File: config.mk
export PLATFORM = sky130hd
export DESIGN_NAME = ascii_range_frame_parser
export DESIGN_NICKNAME = d
export VERILOG_FILES = /design/src/rtl/arfp_pkg.sv /design/src/rtl/arfp_parser.sv /design/src/rtl/ascii_range_frame_parser.sv
export SDC_FILE = /design/constraint.sdc
export NUM_CORES = 1
export LEC_CHECK = 0
export BUFFER_PORTS_ARGS = -buffer_cell sky130_fd_sc_hd__buf_2
export CORE_ASPECT_RATIO = 1.25
export CORE_MARGIN = 10
export CORE_UTILIZATION = 25
export CTS_BUF_LIST = sky130_fd_sc_hd__clkbuf_16
export CTS_CLUSTER_DIAMETER = 60
export CTS_CLUSTER_SIZE = 12
export DETAILED_ROUTE_END_ITERATION = 10
export SLEW_MARGIN = 20
export SYNTH_ARGS = -nofsm -noshare
export SYNTH_HDL_FRONTEND = slang
export SYNTH_SLANG_ARGS = --single-unit
File: constraint.sdc
create_clock -name clock -period 8 [get_ports clock]
set_input_delay 1.6 -clock clock [delete_from_list [all_inputs] [get_ports clock]]
set_output_delay 1.6 -clock clock [all_outputs]
set_load 0.01 [all_outputs]
File: src/rtl/arfp_pkg.sv
`default_nettype none

package arfp_pkg;

   localparam int DISTANCE_BITS_DEFAULT = 14;
   localparam int DIST_OUT_BITS         = 14;
   localparam int DIGITS_BITS           = 4;
   localparam int BYTE_BITS             = 8;
   localparam int CSR_INDEX_BITS        = 2;
   localparam int CSR_DATA_BITS         = 14;

   localparam logic [CSR_INDEX_BITS-1:0] CSR_MAX_DISTANCE = 2'd0;
   localparam logic [CSR_INDEX_BITS-1:0] CSR_MAX_DIGITS   = 2'd1;

   localparam logic [DIST_OUT_BITS-1:0] MAX_DISTANCE_RESET = 14'd10000;
   localparam logic [DIGITS_BITS-1:0]   MAX_DIGITS_RESET   = 4'd14;

   localparam logic [DIGITS_BITS-1:0] DIGIT_LIMIT = 4'd14;
   localparam logic [DIGITS_BITS-1:0] COUNT_SAT   = 4'd15;

   localparam logic [BYTE_BITS-1:0] CHAR_ZERO  = 8'h30;
   localparam logic [BYTE_BITS-1:0] CHAR_NINE  = 8'h39;
   localparam logic [BYTE_BITS-1:0] CHAR_SPACE = 8'h20;
   localparam logic [BYTE_BITS-1:0] CHAR_M     = 8'h6D;
   localparam logic [BYTE_BITS-1:0] CHAR_CR    = 8'h0D;
   localparam logic [BYTE_BITS-1:0] CHAR_LF    = 8'h0A;

   typedef struct packed {
      logic [DIST_OUT_BITS-1:0] max_distance;
      logic [DIGITS_BITS-1:0]   max_digits;
   } parser_cfg_type;

   typedef struct packed {
      logic                     hit;
      logic [DIST_OUT_BITS-1:0] distance;
   } parse_result_type;

endpackage

`default_nettype wire

File: src/rtl/arfp_parser.sv
`default_nettype none

module arfp_parser
   import arfp_pkg::*;
#(
   parameter int DISTANCE_BITS = DISTANCE_BITS_DEFAULT
) (
   input  wire logic                 clock,
   input  wire logic                 reset,
   input  wire logic                 step_en,
   input  wire logic [BYTE_BITS-1:0] rx_byte,
   input  wire parser_cfg_type       cfg,
   output parse_result_type          result
);

   localparam int NEXT_W = DISTANCE_BITS + 4;
   localparam int WIDE_W = (DISTANCE_BITS > DIST_OUT_BITS) ? DISTANCE_BITS : DIST_OUT_BITS;

   typedef enum logic [2:0] {
      PH_UNSYNCED = 3'd0,
      PH_NUMBER   = 3'd1,
      PH_SPACE    = 3'd2,
      PH_M1       = 3'd3,
      PH_M2       = 3'd4,
      PH_CR       = 3'd5,
      PH_LF       = 3'd6
   } phase_type;

   phase_type                phase_ff, phase_in;
   logic [DISTANCE_BITS-1:0] value_ff, value_in;
   logic [DIGITS_BITS-1:0]   count_ff, count_in;
   logic                     over_ff, over_in;
   logic                     ok_ff, ok_in;

   logic                     is_digit;
   logic [NEXT_W-1:0]        next_value;
   logic                     next_over;
   logic [WIDE_W-1:0]        value_wide;
   logic                     value_fits;

   assign is_digit   = (rx_byte >= CHAR_ZERO) && (rx_byte <= CHAR_NINE);
   assign next_value = (NEXT_W'(value_ff) << 3) + (NEXT_W'(value_ff) << 1)
                       + NEXT_W'(rx_byte[3:0]);
   assign next_over  = over_ff || (|next_value[NEXT_W-1:DISTANCE_BITS]);
   assign value_wide = WIDE_W'(value_ff);
   assign value_fits = value_wide <= WIDE_W'(cfg.max_distance);

   assign result.hit      = (phase_ff == PH_CR) && (rx_byte == CHAR_LF) && ok_ff;
   assign result.distance = value_wide[DIST_OUT_BITS-1:0];

   always_comb begin
      logic do_resync;
      do_resync = 1'b0;
      phase_in  = phase_ff;
      value_in  = value_ff;
      count_in  = count_ff;
      over_in   = over_ff;
      ok_in     = ok_ff;
      case (phase_ff)
         PH_NUMBER: begin
            if (is_digit) begin
               if (next_over) begin
                  over_in  = 1'b1;
                  value_in = '1;
               end else begin
                  value_in = next_value[DISTANCE_BITS-1:0];
               end
               if (count_ff != COUNT_SAT) begin
                  count_in = count_ff + 1'b1;
               end
            end else if (rx_byte == CHAR_SPACE) begin
               ok_in = (count_ff != '0) && (count_ff <= DIGIT_LIMIT)
                       && (count_ff <= cfg.max_digits) && !over_ff && value_fits;
               phase_in = PH_SPACE;
            end else begin
               ok_in    = 1'b0;
               phase_in = PH_UNSYNCED;
            end
         end
         PH_SPACE: begin
            if (rx_byte == CHAR_M) begin
               phase_in = PH_M1;
            end else begin
               do_resync = 1'b1;
            end
         end
         PH_M1: begin
            if (rx_byte == CHAR_M) begin
               phase_in = PH_M2;
            end else begin
               do_resync = 1'b1;
            end
         end
         PH_M2: begin
            if (rx_byte == CHAR_CR) begin
               phase_in = PH_CR;
            end else if (rx_byte != CHAR_M) begin
               do_resync = 1'b1;
            end
         end
         PH_CR: begin
            if (rx_byte == CHAR_LF) begin
               ok_in    = 1'b0;
               phase_in = PH_LF;
            end else begin
               do_resync = 1'b1;
            end
         end
         default: begin
            do_resync = 1'b1;
         end
      endcase
      if (do_resync) begin
         ok_in = 1'b0;
         if (is_digit) begin
            value_in = DISTANCE_BITS'(rx_byte[3:0]);
            count_in = DIGITS_BITS'(1);
            over_in  = 1'b0;
            phase_in = PH_NUMBER;
         end else begin
            phase_in = PH_UNSYNCED;
         end
      end
   end

   always_ff @(posedge clock) begin
      if (reset) begin
         phase_ff <= PH_UNSYNCED;
         value_ff <= '0;
         count_ff <= '0;
         over_ff  <= 1'b0;
         ok_ff    <= 1'b0;
      end else if (step_en) begin
         phase_ff <= phase_in;
         value_ff <= value_in;
         count_ff <= count_in;
         over_ff  <= over_in;
         ok_ff    <= ok_in;
      end
   end

endmodule

`default_nettype wire

File: src/rtl/ascii_range_frame_parser.sv
`default_nettype none

// Parses a rangefinder text stream of digits followed by " mm" (extra 'm' allowed), CR and LF,
// one byte per item, and returns the distance in millimetres on the LF of a frame whose digit
// count and value are within csr limits. One byte is taken every cycle while no result is
// stalled; a result is registered (the LF byte lands in the input register, then the parser
// step loads the result register). req_ready follows rsp_ready through the single input
// register, so a stalled result still lets one more byte in. Configuration writes are to be
// made only while the block is idle.
module ascii_range_frame_parser
   import arfp_pkg::*;
#(
   parameter int DISTANCE_BITS = DISTANCE_BITS_DEFAULT
) (
   input  wire logic                      clock,
   input  wire logic                      reset,
   input  wire logic                      req_valid,
   output logic                           req_ready,
   input  wire logic [BYTE_BITS-1:0]      req_rx_byte,
   output logic                           rsp_valid,
   input  wire logic                      rsp_ready,
   output logic [DIST_OUT_BITS-1:0]       rsp_distance_mm,
   input  wire logic                      csr_write_en,
   input  wire logic [CSR_INDEX_BITS-1:0] csr_index,
   input  wire logic [CSR_DATA_BITS-1:0]  csr_wdata
);

   parser_cfg_type           cfg_ff;
   logic                     in_valid_ff;
   logic [BYTE_BITS-1:0]     in_byte_ff;
   logic                     rsp_valid_ff, rsp_valid_in;
   logic [DIST_OUT_BITS-1:0] rsp_distance_ff;
   logic                     advance;
   parse_result_type         result;

   assign advance   = in_valid_ff && (!rsp_valid_ff || rsp_ready);
   assign req_ready = !in_valid_ff || advance;

   assign rsp_valid       = rsp_valid_ff;
   assign rsp_distance_mm = rsp_distance_ff;
   assign rsp_valid_in    = advance ? result.hit : (rsp_valid_ff && !rsp_ready);

   arfp_parser #(
      .DISTANCE_BITS(DISTANCE_BITS)
   ) u_parser (
      .clock   (clock),
      .reset   (reset),
      .step_en (advance),
      .rx_byte (in_byte_ff),
      .cfg     (cfg_ff),
      .result  (result)
   );

   always_ff @(posedge clock) begin
      if (reset) begin
         cfg_ff.max_distance <= MAX_DISTANCE_RESET;
         cfg_ff.max_digits   <= MAX_DIGITS_RESET;
      end else if (csr_write_en) begin
         case (csr_index)
            CSR_MAX_DISTANCE: cfg_ff.max_distance <= csr_wdata[DIST_OUT_BITS-1:0];
            CSR_MAX_DIGITS:   cfg_ff.max_digits   <= csr_wdata[DIGITS_BITS-1:0];
            default: begin
            end
         endcase
      end
   end

   always_ff @(posedge clock) begin
      if (reset) begin
         in_valid_ff  <= 1'b0;
         rsp_valid_ff <= 1'b0;
      end else begin
         if (req_ready) begin
            in_valid_ff <= req_valid;
         end
         rsp_valid_ff <= rsp_valid_in;
      end
      if (req_valid && req_ready) begin
         in_byte_ff <= req_rx_byte;
      end
      if (advance && result.hit) begin
         rsp_distance_ff <= result.distance;
      end
   end

endmodule

`default_nettype wire

=== After elaboration in Yosys (flattened, before gate mapping) ===
Index checks and enable logic that the tools add are counted.

* Magnitude comparators: 5
* Muxes and demuxes: 35
* Reduce and logical (&&, ||, !) cells: 28
* Add/sub/neg operators: 3
* Equality and inequality tests: 17

{| class="wikitable"
|+ Operators by type and width
! operator !! number
|-
| 2-to-1 mux 14 bit || 5
|-
| 2-to-1 mux 4 bit || 5
|-
| adder 17 x 15 -> 18 bit || 1
|-
| adder 18 x 4 -> 18 bit || 1
|-
| 2-to-1 mux 3 bit || 6
|-
| == test 8 x 4 -> 1 bit, second input constant || 2
|-
| 2-to-1 mux 1 bit || 15
|-
| one-hot mux 3 bit (5 select lines) || 1
|-
| less-or-equal comparator 14 bit || 1
|-
| logical AND 1 bit || 11
|-
| != test 3 x 1 -> 1 bit, second input constant || 3
|-
| == test 8 x 6 -> 1 bit, second input constant || 1
|-
| == test 8 x 7 -> 1 bit, second input constant || 1
|-
| greater-or-equal comparator 8 x 6 -> 1 bit, second input constant || 1
|-
| less-or-equal comparator 8 x 6 -> 1 bit, second input constant || 1
|-
| != test 8 x 7 -> 1 bit, second input constant || 1
|-
| AND reduction 7 bit || 1
|-
| == test 3 x 2 -> 1 bit, second input constant || 2
|-
| == test 3 bit, second input constant || 2
|-
| != test 3 bit, second input constant || 2
|-
| nonzero test 6 bit || 1
|-
| adder 4 x 1 -> 4 bit, second input constant || 1
|-
| less-or-equal comparator 4 bit || 1
|-
| less-or-equal comparator 4 bit, second input constant || 1
|-
| other kinds (15) || 21
|}

* Flip-flop bits (word level): 65

=== Logic depth before layout (Yosys ltp) ===
Gate-level depths: netlist of the first run.

* Word-level depth: 9
* Gate-level depth with buffers: 11
* Mapped depth without buffers: 10

=== Cells and area by module ===
Synthesis of the first run repeated with hierarchy kept, for this count alone.

* Cell total of the unflattened synthesis: 449
* Area, all modules: 4194.0 um^2

{| class="wikitable"
|+ By module, submodules not included
! module !! area an instance (um^2) !! instances !! cells an instance
|-
| arfp_parser || 2657.5 || 1 || 337
|-
| ascii_range_frame_parser || 1536.5 || 1 || 112
|}

=== Worst setup path after synthesis of the first run ===
Ideal clock, no wire load.

* Path kind: input to register
* Start: in rsp_ready
* End: reg rsp_distance_ff[0], in the netlist rsp_distance_mm[0], enable pin
* Data arrival time: 3563 ps
* Library setup time: 430 ps
* Stages on the path: 4
* Setup slack: 4007 ps
* Path through: nor2b_1 nand2b_1 nor2_1 nor4b_1

* Word-level cells in the longest chain between the ends: 3

{| class="wikitable"
|+ RTL lines
! what !! line !! text
|-
| from (decl) || ascii_range_frame_parser.sv:21 || <nowiki>input wire logic rsp_ready,</nowiki>
|-
| logical OR 1 bit || ascii_range_frame_parser.sv:36 || <nowiki>assign advance = in_valid_ff && (!rsp_valid_ff || rsp_ready);</nowiki>
|-
| logical AND 1 bit || ascii_range_frame_parser.sv:36 ||
|-
| logical AND 1 bit || ascii_range_frame_parser.sv:81 || <nowiki>if (advance && result.hit) begin</nowiki>
|-
| to (signal assigned) || ascii_range_frame_parser.sv:82 || <nowiki>rsp_distance_ff <= result.distance;</nowiki>
|-
| to (decl) || ascii_range_frame_parser.sv:32 || <nowiki>logic [DIST_OUT_BITS-1:0] rsp_distance_ff;</nowiki>
|}

Every way passes these cells.
A chain may end at the register's enable or synchronous reset.

=== Worst setup path in the final report of the first run ===
* Start: in rsp_ready
* End: out req_ready

* Word-level cells in the longest chain between the ends: 3

{| class="wikitable"
|+ RTL lines
! what !! line !! text
|-
| logical OR 1 bit || ascii_range_frame_parser.sv:36 ||
|-
| logical AND 1 bit || ascii_range_frame_parser.sv:36 ||
|-
| logical OR 1 bit || ascii_range_frame_parser.sv:37 || <nowiki>assign req_ready = !in_valid_ff || advance;</nowiki>
|-
| to (decl) || ascii_range_frame_parser.sv:18 || <nowiki>output logic req_ready,</nowiki>
|}

Every way passes these cells.

==> metrics.md, run 1 <==
| Metric | Value |
|---|---|
| Pin count of the biggest net entering global routing | `32` |
| Buffering stage count on the worst path with inverters included | `2` |
| Avg Synthesized Cell Area | `9.38 µm²` |
| Final Non-Filler Cells | `708` |
| Run status | `completed` |
| Wire length after detailed routing | `10600 µm` |
| Floorplan core area | `16300 µm²` |
| Achievable clock frequency | `0.266 GHz` |
| Diodes inserted | `0` |
| Critical Path End Type | `output port` |
| Final weighted congestion in routability-driven placement | `0.849` |
| Final clock period utilization by the worst path | `0.470` |
| Final-report hold violation count | `0` |
| Area added between synthesis and finish | `17.2%` |
| Max Fanout on Critical Path | `4` |
| Total I/O pin count | `45` |
| Top cell type by total area after synthesis | `dfxtp_1` |
| Static Leak | `2.06 nW` |
| Hold/Removal Path Class | `flop to flop` |
| Cell type with the highest occurrence count on the critical path | `buf_2` |
| Transition time at the pin with the least slew margin | `1.02 ns` |
| Filler cell count in the final layout | `1745` |
| Clock root buffer | `clkbuf_16` |
| Share of the synthesized area in the top cell type | `0.206` |
| Nets | `568` |
| Cell total after placement | `692` |
| PortBufs | `44` |
| Maximum ir drop on the vdd rail | `0.105 mV` |
| Cells after Synth | `445` |
| First-pass GRT wire length | `17500 µm` |
| Fin Setup TNS | `0 ns` |
| Fraction of final layout cells sized beyond drive strength 1 | `0.165` |
| Slowest Stage Delay on Critical Path | `0.20 ns` |
| Clock tree sinks | `65` |
| Chip width | `136 µm` |
| Clock insertion delay at the later pin of the skew report | `0.34 ns` |
| Cells traversed along the worst timing path | `buf_2 -> nor2b_1 -> nand2_1 -> buf_2` |
| Clock tree from TritonCTS | `yes` |
| Data arrival, critical path | `2.16 ns` |
| Vert. Die Dim | `164 µm` |
| Dominant register cell in the synthesized netlist | `dfxtp_1` |
| Sequential-to-total area share from yosys stat | `0.365` |
| Post-synth EDFFs | `22` |
| Number of vias per cell after detailed routing | `4.97` |
| Kind of critical path | `primary input to output port` |
| Count of standard-cell rows | `52` |
| Wire length per cell | `15.0 µm` |
| Share of synthesized registers carrying an async set or reset | `0` |
| Post-detail-place hpwl | `8330 µm` |
| Max stage delay cell, worst path | `nor2b_1` |
| Number of antenna violations at the first check in global routing | `0` |
| PD cells | `157 nW/µm²` |
| Count of warnings emitted by yosys | `0` |
| H-tree depth | `3` |
| Total grt overflow | `0` |
| Floorplan die area | `22300 µm²` |
| Vias after detailed routing | `3520` |
| Max-slew headroom at the worst pin | `0.319` |
| Clock transition at the register clock pins on the worst setup and hold paths after CTS | `0.06 ns` |
| Starting density of the core | `0.257` |
| Clock buffer depth | `2` |
| Length of the first detailed-routing pass in iterations | `4` |
| Inserted Clock Buffers | `9` |
| Required time of the critical path | `6.40 ns` |
| Startpoint types | `primary input` |
| Overall track demand over capacity in global routing | `0.0980` |
| Highest-count cells in the layout ignoring fill and taps | `a21oi_1 (51), ha_1 (50), buf_2 (44)` |
| Leading cell types by total area after synthesis | `dfxtp_1 (21%), edfxtp_1 (16%), ha_1 (15%), a21oi_1 (6.1%), nand2_1 (3.5%)` |
| Setup Skew | `0.00577 ns` |
| Max-slew violation count | `0` |
| Post-route ant nets | `0` |
| DRT iter0 DRCs | `129` |
| Post-Syn Nets | `526` |
| # setup viols final | `0` |
| Cell area after synthesis | `4170 µm²` |
| Post-cts sizing count | `0` |
| Most common cell after layout, fill and taps aside | `a21oi_1` |
| Reg-to-reg setup timing slack | `4.28 ns` |
| Library cells used by synthesis | `64` |
| Hold buffer count at CTS | `0` |
| Setup repair after global routing missed its margin | `no` |
| Top Family by Delay on Critical Path | `simple AND/OR/NAND/NOR gates` |
| Number of register bits inferred by synthesis | `65` |
| Via count of the first global-routing pass | `3684` |
| Final min period | `3.76 ns` |
| Number of maximum-capacitance constraint violations | `0` |
| Remaining DRCs | `0` |
| Setup bufs post-CTS | `0` |
-- Yosys cell counts, types with 3 or more instances --
master and instances:
a311oi_2 5, ha_1 50, dfxtp_1 43, inv_1 33, o21bai_1 3, nand3_1 13, mux2i_1 3, nor2b_1 5
nand4_1 5, o21a_1 6, nand2b_1 4, a311oi_1 6, nor4_1 3, and3_1 5, buf_2 4, o211ai_1 7
clkbuf_1 6, xnor2_1 6, a211oi_1 6, a21oi_1 51, nor3_1 6, o21ai_0 13, nand2_1 39, o221ai_1 4
edfxtp_1 22, a21o_1 12, nor2_1 19, o21ai_1 7, xor2_1 5, a31oi_1 10
-- final cells by class --
class	instances	area [µm²]	area share
clock buffers	9	225	0.0461
well taps	216	270	0.0553
flip-flops and latches	65	1520	0.311
multi-input cells	332	2450	0.502
clock inverters	7	57.6	0.0118
repair buffers	46	235	0.0481
inverters	33	124	0.0253
-- per-stage QoR --
stage          cell area, µm²  setup slack, ns   util  total power [mW]  hold WS (ns)
6_report                 4890             4.24  0.301             0.770         0.457
5_1_grt                  4890             4.02  0.301             0.803         0.483
4_1_cts                  4890             4.23  0.301             0.782         0.460
3_5_place_dp             4610             4.23  0.283             0.403         0.451
3_3_place_gp             4610             4.29  0.283             0.402         0.450
2_1_floorplan            4170             4.01      -             0.386         0.436
-- path summary, 6_finish.rpt --
check	startpoint	to	cells past startpoint
min	cfg_ff[10]	cfg_ff[10]	2
max reg2reg	in_byte_ff[3]	flop	10
max	rsp_ready	req_ready	4
min reg2reg	cfg_ff[10]	cfg_ff[10]	2
-- worst min-delay path, delay by kind of cell, from the launching register on --
family             cells  cell delay [ns]
DFF                    1             0.31
and+or+nand+nor        1             0.05
AOI/OAI and AO/OA      1             0.05
-- routing by layer --
layer,GRT usage,share of wire
met1,0.0988,0.40
met2,0.185,0.55
met3,0.0271,0.040
met4,0.0373,0.016
met5,0,0
-- kinds of logic (layout without fill, tap and decap cells) --
logic type                 after synthesis  after routing  share of synthesized area
DFF                                     65             65                      0.365
adders and majority gates               52             52                      0.160
xor gates and xnor gates                11             11                     0.0231
and+or+nand+nor                        120            120                      0.152
AOI/OAI and AO/OA                      146            146                      0.244
muxes                                    3              3                    0.00720
buffers and inverters                   48             95                     0.0498
-- power breakdown --
part	switching [mW]	internal [mW]
clock	0.160	0.214
sequential	0.00602	0.348
combinational	0.0246	0.0167
total	0.191	0.579
Power figures use the tool's default switching activity.
==> run 2: changes to the inputs <==
clock period = 3.1 ns   (was 8 ns; I/O delays follow)
==> metrics.md, run 2 (synthesized netlist as in run 1, its figures left out) <==
| Metric | Value |
|---|---|
| Transition time at the pin with the least slew margin | `0.944 ns` |
| Overall track demand over capacity in global routing | `0.0996` |
| Post-detail-place hpwl | `8620 µm` |
| Total grt overflow | `0` |
| Floorplan core area | `16300 µm²` |
| Critical Path End Type | `flop` |
| Highest-count cells in the layout ignoring fill and taps | `a21oi_1 (50), ha_1 (50), buf_2 (44)` |
| Startpoint types | `flop` |
| Post-route cell area | `5110 µm²` |
| Instance area after placement | `4720 µm²` |
| PD cells | `401 nW/µm²` |
| Cells traversed along the worst timing path | `inv_1 -> fa_1 -> inv_2 -> fa_2 -> a21o_1 -> a221oi_2 -> o311a_4 -> xnor2_2 -> a2111oi_4 -> clkbuf_16 -> a311oi_2` |
| Starting density of the core | `0.257` |
| Pin count of the biggest net entering global routing | `32` |
| Static Leak | `2.20 nW` |
| Chip width | `136 µm` |
| Post-route ant nets | `0` |
| Achievable clock frequency | `0.332 GHz` |
| Run status | `completed` |
| Diodes inserted | `0` |
| Final clock period utilization by the worst path | `0.972` |
| Inserted Clock Buffers | `9` |
| Clock buffer depth | `2` |
| # setup viols final | `0` |
| Clock tree from TritonCTS | `yes` |
| Nets | `585` |
| Length of the first detailed-routing pass in iterations | `4` |
| Number of antenna violations at the first check in global routing | `0` |
| Required time of the critical path | `3.29 ns` |
| Wire length after detailed routing | `11000 µm` |
| Buffering stage count on the worst path with inverters included | `3` |
| Hold buffer count at CTS | `0` |
| Final min period | `3.01 ns` |
| Area added between synthesis and finish | `22.4%` |
| Clock tree sinks | `65` |
| H-tree depth | `3` |
| Cell total after placement | `705` |
| Top Family by Delay on Critical Path | `compound AO/OA/AOI/OAI gates` |
| Final weighted congestion in routability-driven placement | `0.880` |
| Count of standard-cell rows | `52` |
| Slowest Stage Delay on Critical Path | `0.54 ns` |
| Max-slew headroom at the worst pin | `0.368` |
| Final Non-Filler Cells | `725` |
| Data arrival, critical path | `3.20 ns` |
| Maximum ir drop on the vdd rail | `0.250 mV` |
| Kind of critical path | `flop to flop` |
| Wire length per cell | `15.1 µm` |
| Clock insertion delay at the later pin of the skew report | `0.34 ns` |
| Final-report hold violation count | `0` |
| Max-slew violation count | `0` |
| Number of maximum-capacitance constraint violations | `0` |
| Max Fanout on Critical Path | `7` |
| Max stage delay cell, worst path | `fa_1` |
| Via count of the first global-routing pass | `3622` |
| Clock transition at the register clock pins on the worst setup and hold paths after CTS | `0.06 ns` |
| Number of vias per cell after detailed routing | `4.86` |
| DRT iter0 DRCs | `156` |
| Fraction of final layout cells sized beyond drive strength 1 | `0.208` |
| Fin Setup TNS | `0 ns` |
| PortBufs | `44` |
| Remaining DRCs | `0` |
| First-pass GRT wire length | `17700 µm` |
| Total I/O pin count | `45` |
| Hold/Removal Path Class | `flop to flop` |
| Setup Skew | `0.0110 ns` |
| Vias after detailed routing | `3523` |
| Floorplan die area | `22300 µm²` |
| Clock root buffer | `clkbuf_16` |
| Vert. Die Dim | `164 µm` |
==> run 2: final timing paths <==
| check | start | end | slack, ns | cells past startpoint |
|---|---|---|---|---|
| hold reg to reg | cfg_ff[7] | cfg_ff[7] | 0.46 | 2 |
| hold / removal | cfg_ff[7] | cfg_ff[7] | 0.46 | 2 |
| setup / recovery | flop | flop | 0.09 | 11 |
| setup reg to reg | flop | flop | 0.09 | 11 |
==> run 2: routing by layer <==
| metal | vias to the layer above | track usage | wire (µm) |
|---|---|---|---|
| met5 | - | 0 | 0 |
| met2 | 69 | 0.188 | 5950 |
| met4 | 0 | 0.0382 | 218 |
| met3 | 15 | 0.0249 | 428 |
| li1 | 1793 | - | - |
| met1 | 1646 | 0.102 | 4370 |
==> run 2: final cells by class <==
type | instances | area, µm²
Fill cell | 1711 | 11200
Inverter | 33 | 124
Clock inverter | 7 | 77.6
Clock buffer | 9 | 225
Timing Repair Buffer | 63 | 393
Multi-Input combinational cell | 332 | 2490
Sequential cell | 65 | 1520
Tap cell | 216 | 270
==> run 2: timing repair <==
item,in CTS,in global routing
setup endpoints to repair,0,15
resized for setup,0,9
setup buffers,0,3
==> run 2: worst reg2reg max path: stages (launching register included) <==
cell and delay, ns:
dfxtp_2 0.33, inv_1 0.06, fa_1 0.54, inv_2 0.05, fa_2 0.36, a21o_1 0.22
a221oi_2 0.33, o311a_4 0.25, xnor2_2 0.08, a2111oi_4 0.34, clkbuf_16 0.24, a311oi_2 0.09
==> run 2: where the power goes <==
group	leakage, nW	internal, mW	switching [mW]
sequential	0.570	0.898	0.0122
clock	0.146	0.628	0.392
combinational	1.48	0.0484	0.0696
total	2.20	1.58	0.474
==> run 2: metrics by stage <==
| stage | power (mW) | utilization | hold WS, ns | worst slack, ns |
|---|---|---|---|---|
| after detailed placement | 1.05 | 0.290 | 0.456 | 0.0292 |
| final | 2.05 | 0.314 | 0.459 | 0.0874 |
| after CTS | 2.07 | 0.309 | 0.454 | 0.0185 |
| after global routing | 2.12 | 0.314 | 0.452 | -0.0259 |
| after global placement | 1.04 | 0.290 | 0.450 | 0.0865 |
| after floorplan | 0.997 | - | 0.436 | 0.0628 |
==> run 3: changes to the inputs <==
ABC_AREA = 0   (was unset)
PLACE_DENSITY = 0.46   (was unset)
==> metrics.md, run 3 (synthesized netlist as in run 1, its figures left out) <==
| Metric | Value |
|---|---|
| Run status | `completed` |
| Diodes inserted | `0` |
| Number of antenna violations at the first check in global routing | `0` |
| Part of the power in the clock network | `0.496` |
| Clock transition at the register clock pins on the worst setup and hold paths after CTS | `0.06 ns` |
| Most common cell after layout, fill and taps aside | `a21oi_1` |
| Highest-count cells in the layout ignoring fill and taps | `a21oi_1 (51), ha_1 (48), buf_2 (44)` |
| Cells traversed along the worst timing path | `inv_1 -> fa_1 -> inv_2 -> fa_2 -> a21o_1 -> a221oi_4 -> o311a_4 -> xnor2_4 -> a2111oi_4 -> clkbuf_16 -> a31oi_1` |
| Length of the first detailed-routing pass in iterations | `4` |
| Combinational fraction of design power | `0.059` |
| Total I/O pin count | `45` |
| Wire length after detailed routing | `11500 µm` |
| Hold buffer count at CTS | `0` |
| Total power | `2.05 mW` |
| Chip width | `136 µm` |
| Floorplan core area | `16300 µm²` |
| H-tree depth | `3` |
| Wire length per cell | `15.8 µm` |
| Overall track demand over capacity in global routing | `0.105` |
| Final clock period utilization by the worst path | `0.996` |
| Floorplan die area | `22300 µm²` |
| Total grt overflow | `0` |
| Remaining DRCs | `0` |
| Slowest Stage Delay on Critical Path | `0.55 ns` |
| Pin count of the biggest net entering global routing | `24` |
| First-pass GRT wire length | `18800 µm` |
| Startpoint types | `flop` |
| Max Fanout on Critical Path | `7` |
| Clock tree sinks | `65` |
| Required time of the critical path | `3.29 ns` |
| # setup viols final | `0` |
| Inserted Clock Buffers | `9` |
| Nets | `587` |
| Critical Path End Type | `flop` |
| Final cell utilization of the core | `0.317` |
| Data arrival, critical path | `3.28 ns` |
| Fraction of power spent switching nets | `0.233` |
| Kind of critical path | `flop to flop` |
| Post-route ant nets | `0` |
| Switching pwr | `0.477 mW` |
| Cell-internal power | `1.57 mW` |
| Vert. Die Dim | `164 µm` |
| Number of maximum-capacitance constraint violations | `0` |
| Final-report hold violation count | `0` |
| Clock insertion delay at the later pin of the skew report | `0.32 ns` |
| Proportion of power drawn by flip-flops and latches | `0.445` |
| Max stage delay cell, worst path | `fa_1` |
| Final weighted congestion in routability-driven placement | `0.880` |
| Final min period | `3.09 ns` |
| Area added between synthesis and finish | `23.4%` |
| Setup repair after global routing missed its margin | `yes` |
| Count of standard-cell rows | `52` |
| Transition time at the pin with the least slew margin | `0.746 ns` |
| Achievable clock frequency | `0.324 GHz` |
| Max-slew headroom at the worst pin | `0.502` |
| Clock buffer depth | `2` |
| Setup Skew | `0.00692 ns` |
| DRT iter0 DRCs | `168` |
| Number of vias per cell after detailed routing | `4.91` |
| Via count of the first global-routing pass | `3666` |
| Buffering stage count on the worst path with inverters included | `3` |
| Clock tree from TritonCTS | `yes` |
| Vias after detailed routing | `3568` |
| Hold/Removal Path Class | `flop to flop` |
| Top Family by Delay on Critical Path | `compound AO/OA/AOI/OAI gates` |
| PortBufs | `44` |
| Post-detail-place hpwl | `8890 µm` |
| Maximum ir drop on the vdd rail | `0.181 mV` |
| Static Leak | `2.21 nW` |
| Max-slew violation count | `0` |
| Clock root buffer | `clkbuf_16` |
| PD cells | `398 nW/µm²` |
| Fraction of final layout cells sized beyond drive strength 1 | `0.213` |
| Starting density of the core | `0.257` |
## run 3: worst register-to-register path: stages, from the launching register on
cell,delay [ns]
dfxtp_2,0.32
inv_1,0.05
fa_1,0.55
inv_2,0.05
fa_2,0.34
a21o_1,0.24
a221oi_4,0.28
o311a_4,0.26
xnor2_4,0.07
a2111oi_4,0.48
clkbuf_16,0.24
a31oi_1,0.08
## run 3: what timing repair did
action	CTS	global route
gates resized for setup	0	13
hold endpoints to repair	0	0
setup buffers	1	1
pin swaps	1	9
gates cloned	0	1
endpoints found under the setup margin	3	15
## run 3: power groups by stage
stage,Sequential (mW),Combinational (mW),Clock [mW]
floorplan,0.927,0.0696,0
global placement,0.929,0.119,0
detailed placement,0.929,0.121,0
CTS,0.911,0.121,1.04
global route,0.914,0.137,1.08
finish,0.912,0.121,1.02
## run 3: area by class of cell
cell class / instances / area (µm²)
repair buffers: 65 / 408
clock buffers: 9 / 225
flip-flops and latches: 65 / 1520
inverters: 33 / 124
clock inverters: 7 / 70.1
fillers: 1744 / 11100
well taps: 216 / 270
multi-input cells: 332 / 2530
## run 3: path summary, 6_finish.rpt
check            start         to  slack [ns]  depth (start not counted)
max reg2reg       flop       flop        0.01                         11
min          cfg_ff[9]  cfg_ff[9]        0.45                          2
min reg2reg  cfg_ff[9]  cfg_ff[9]        0.45                          2
max               flop       flop        0.01                         11
## run 3: metal layers
metal	global-route usage	vias up	share of wire
li1	-	1805	-
met1	0.114	1704	0.41
met2	0.196	50	0.55
met3	0.0240	9	0.028
met4	0.0343	0	0.015
met5	0	-	0
## run 3: through the flow
| step | cells | hold slack [ns] | cell area [µm²] | TNS (ns) | worst slack (ns) |
|---|---|---|---|---|---|
| finish | 727 | 0.453 | 5150 | 0 | 0.0139 |
| global route | 727 | 0.453 | 5150 | -1.06 | -0.102 |
| CTS | 725 | 0.454 | 5050 | -0.000537 | -0.000537 |
| detailed placement | 708 | 0.451 | 4750 | 0 | 0.0151 |
| global placement | 708 | 0.450 | 4750 | 0 | 0.0891 |
| floorplan | 445 | 0.436 | 4180 | 0 | 0.0628 |
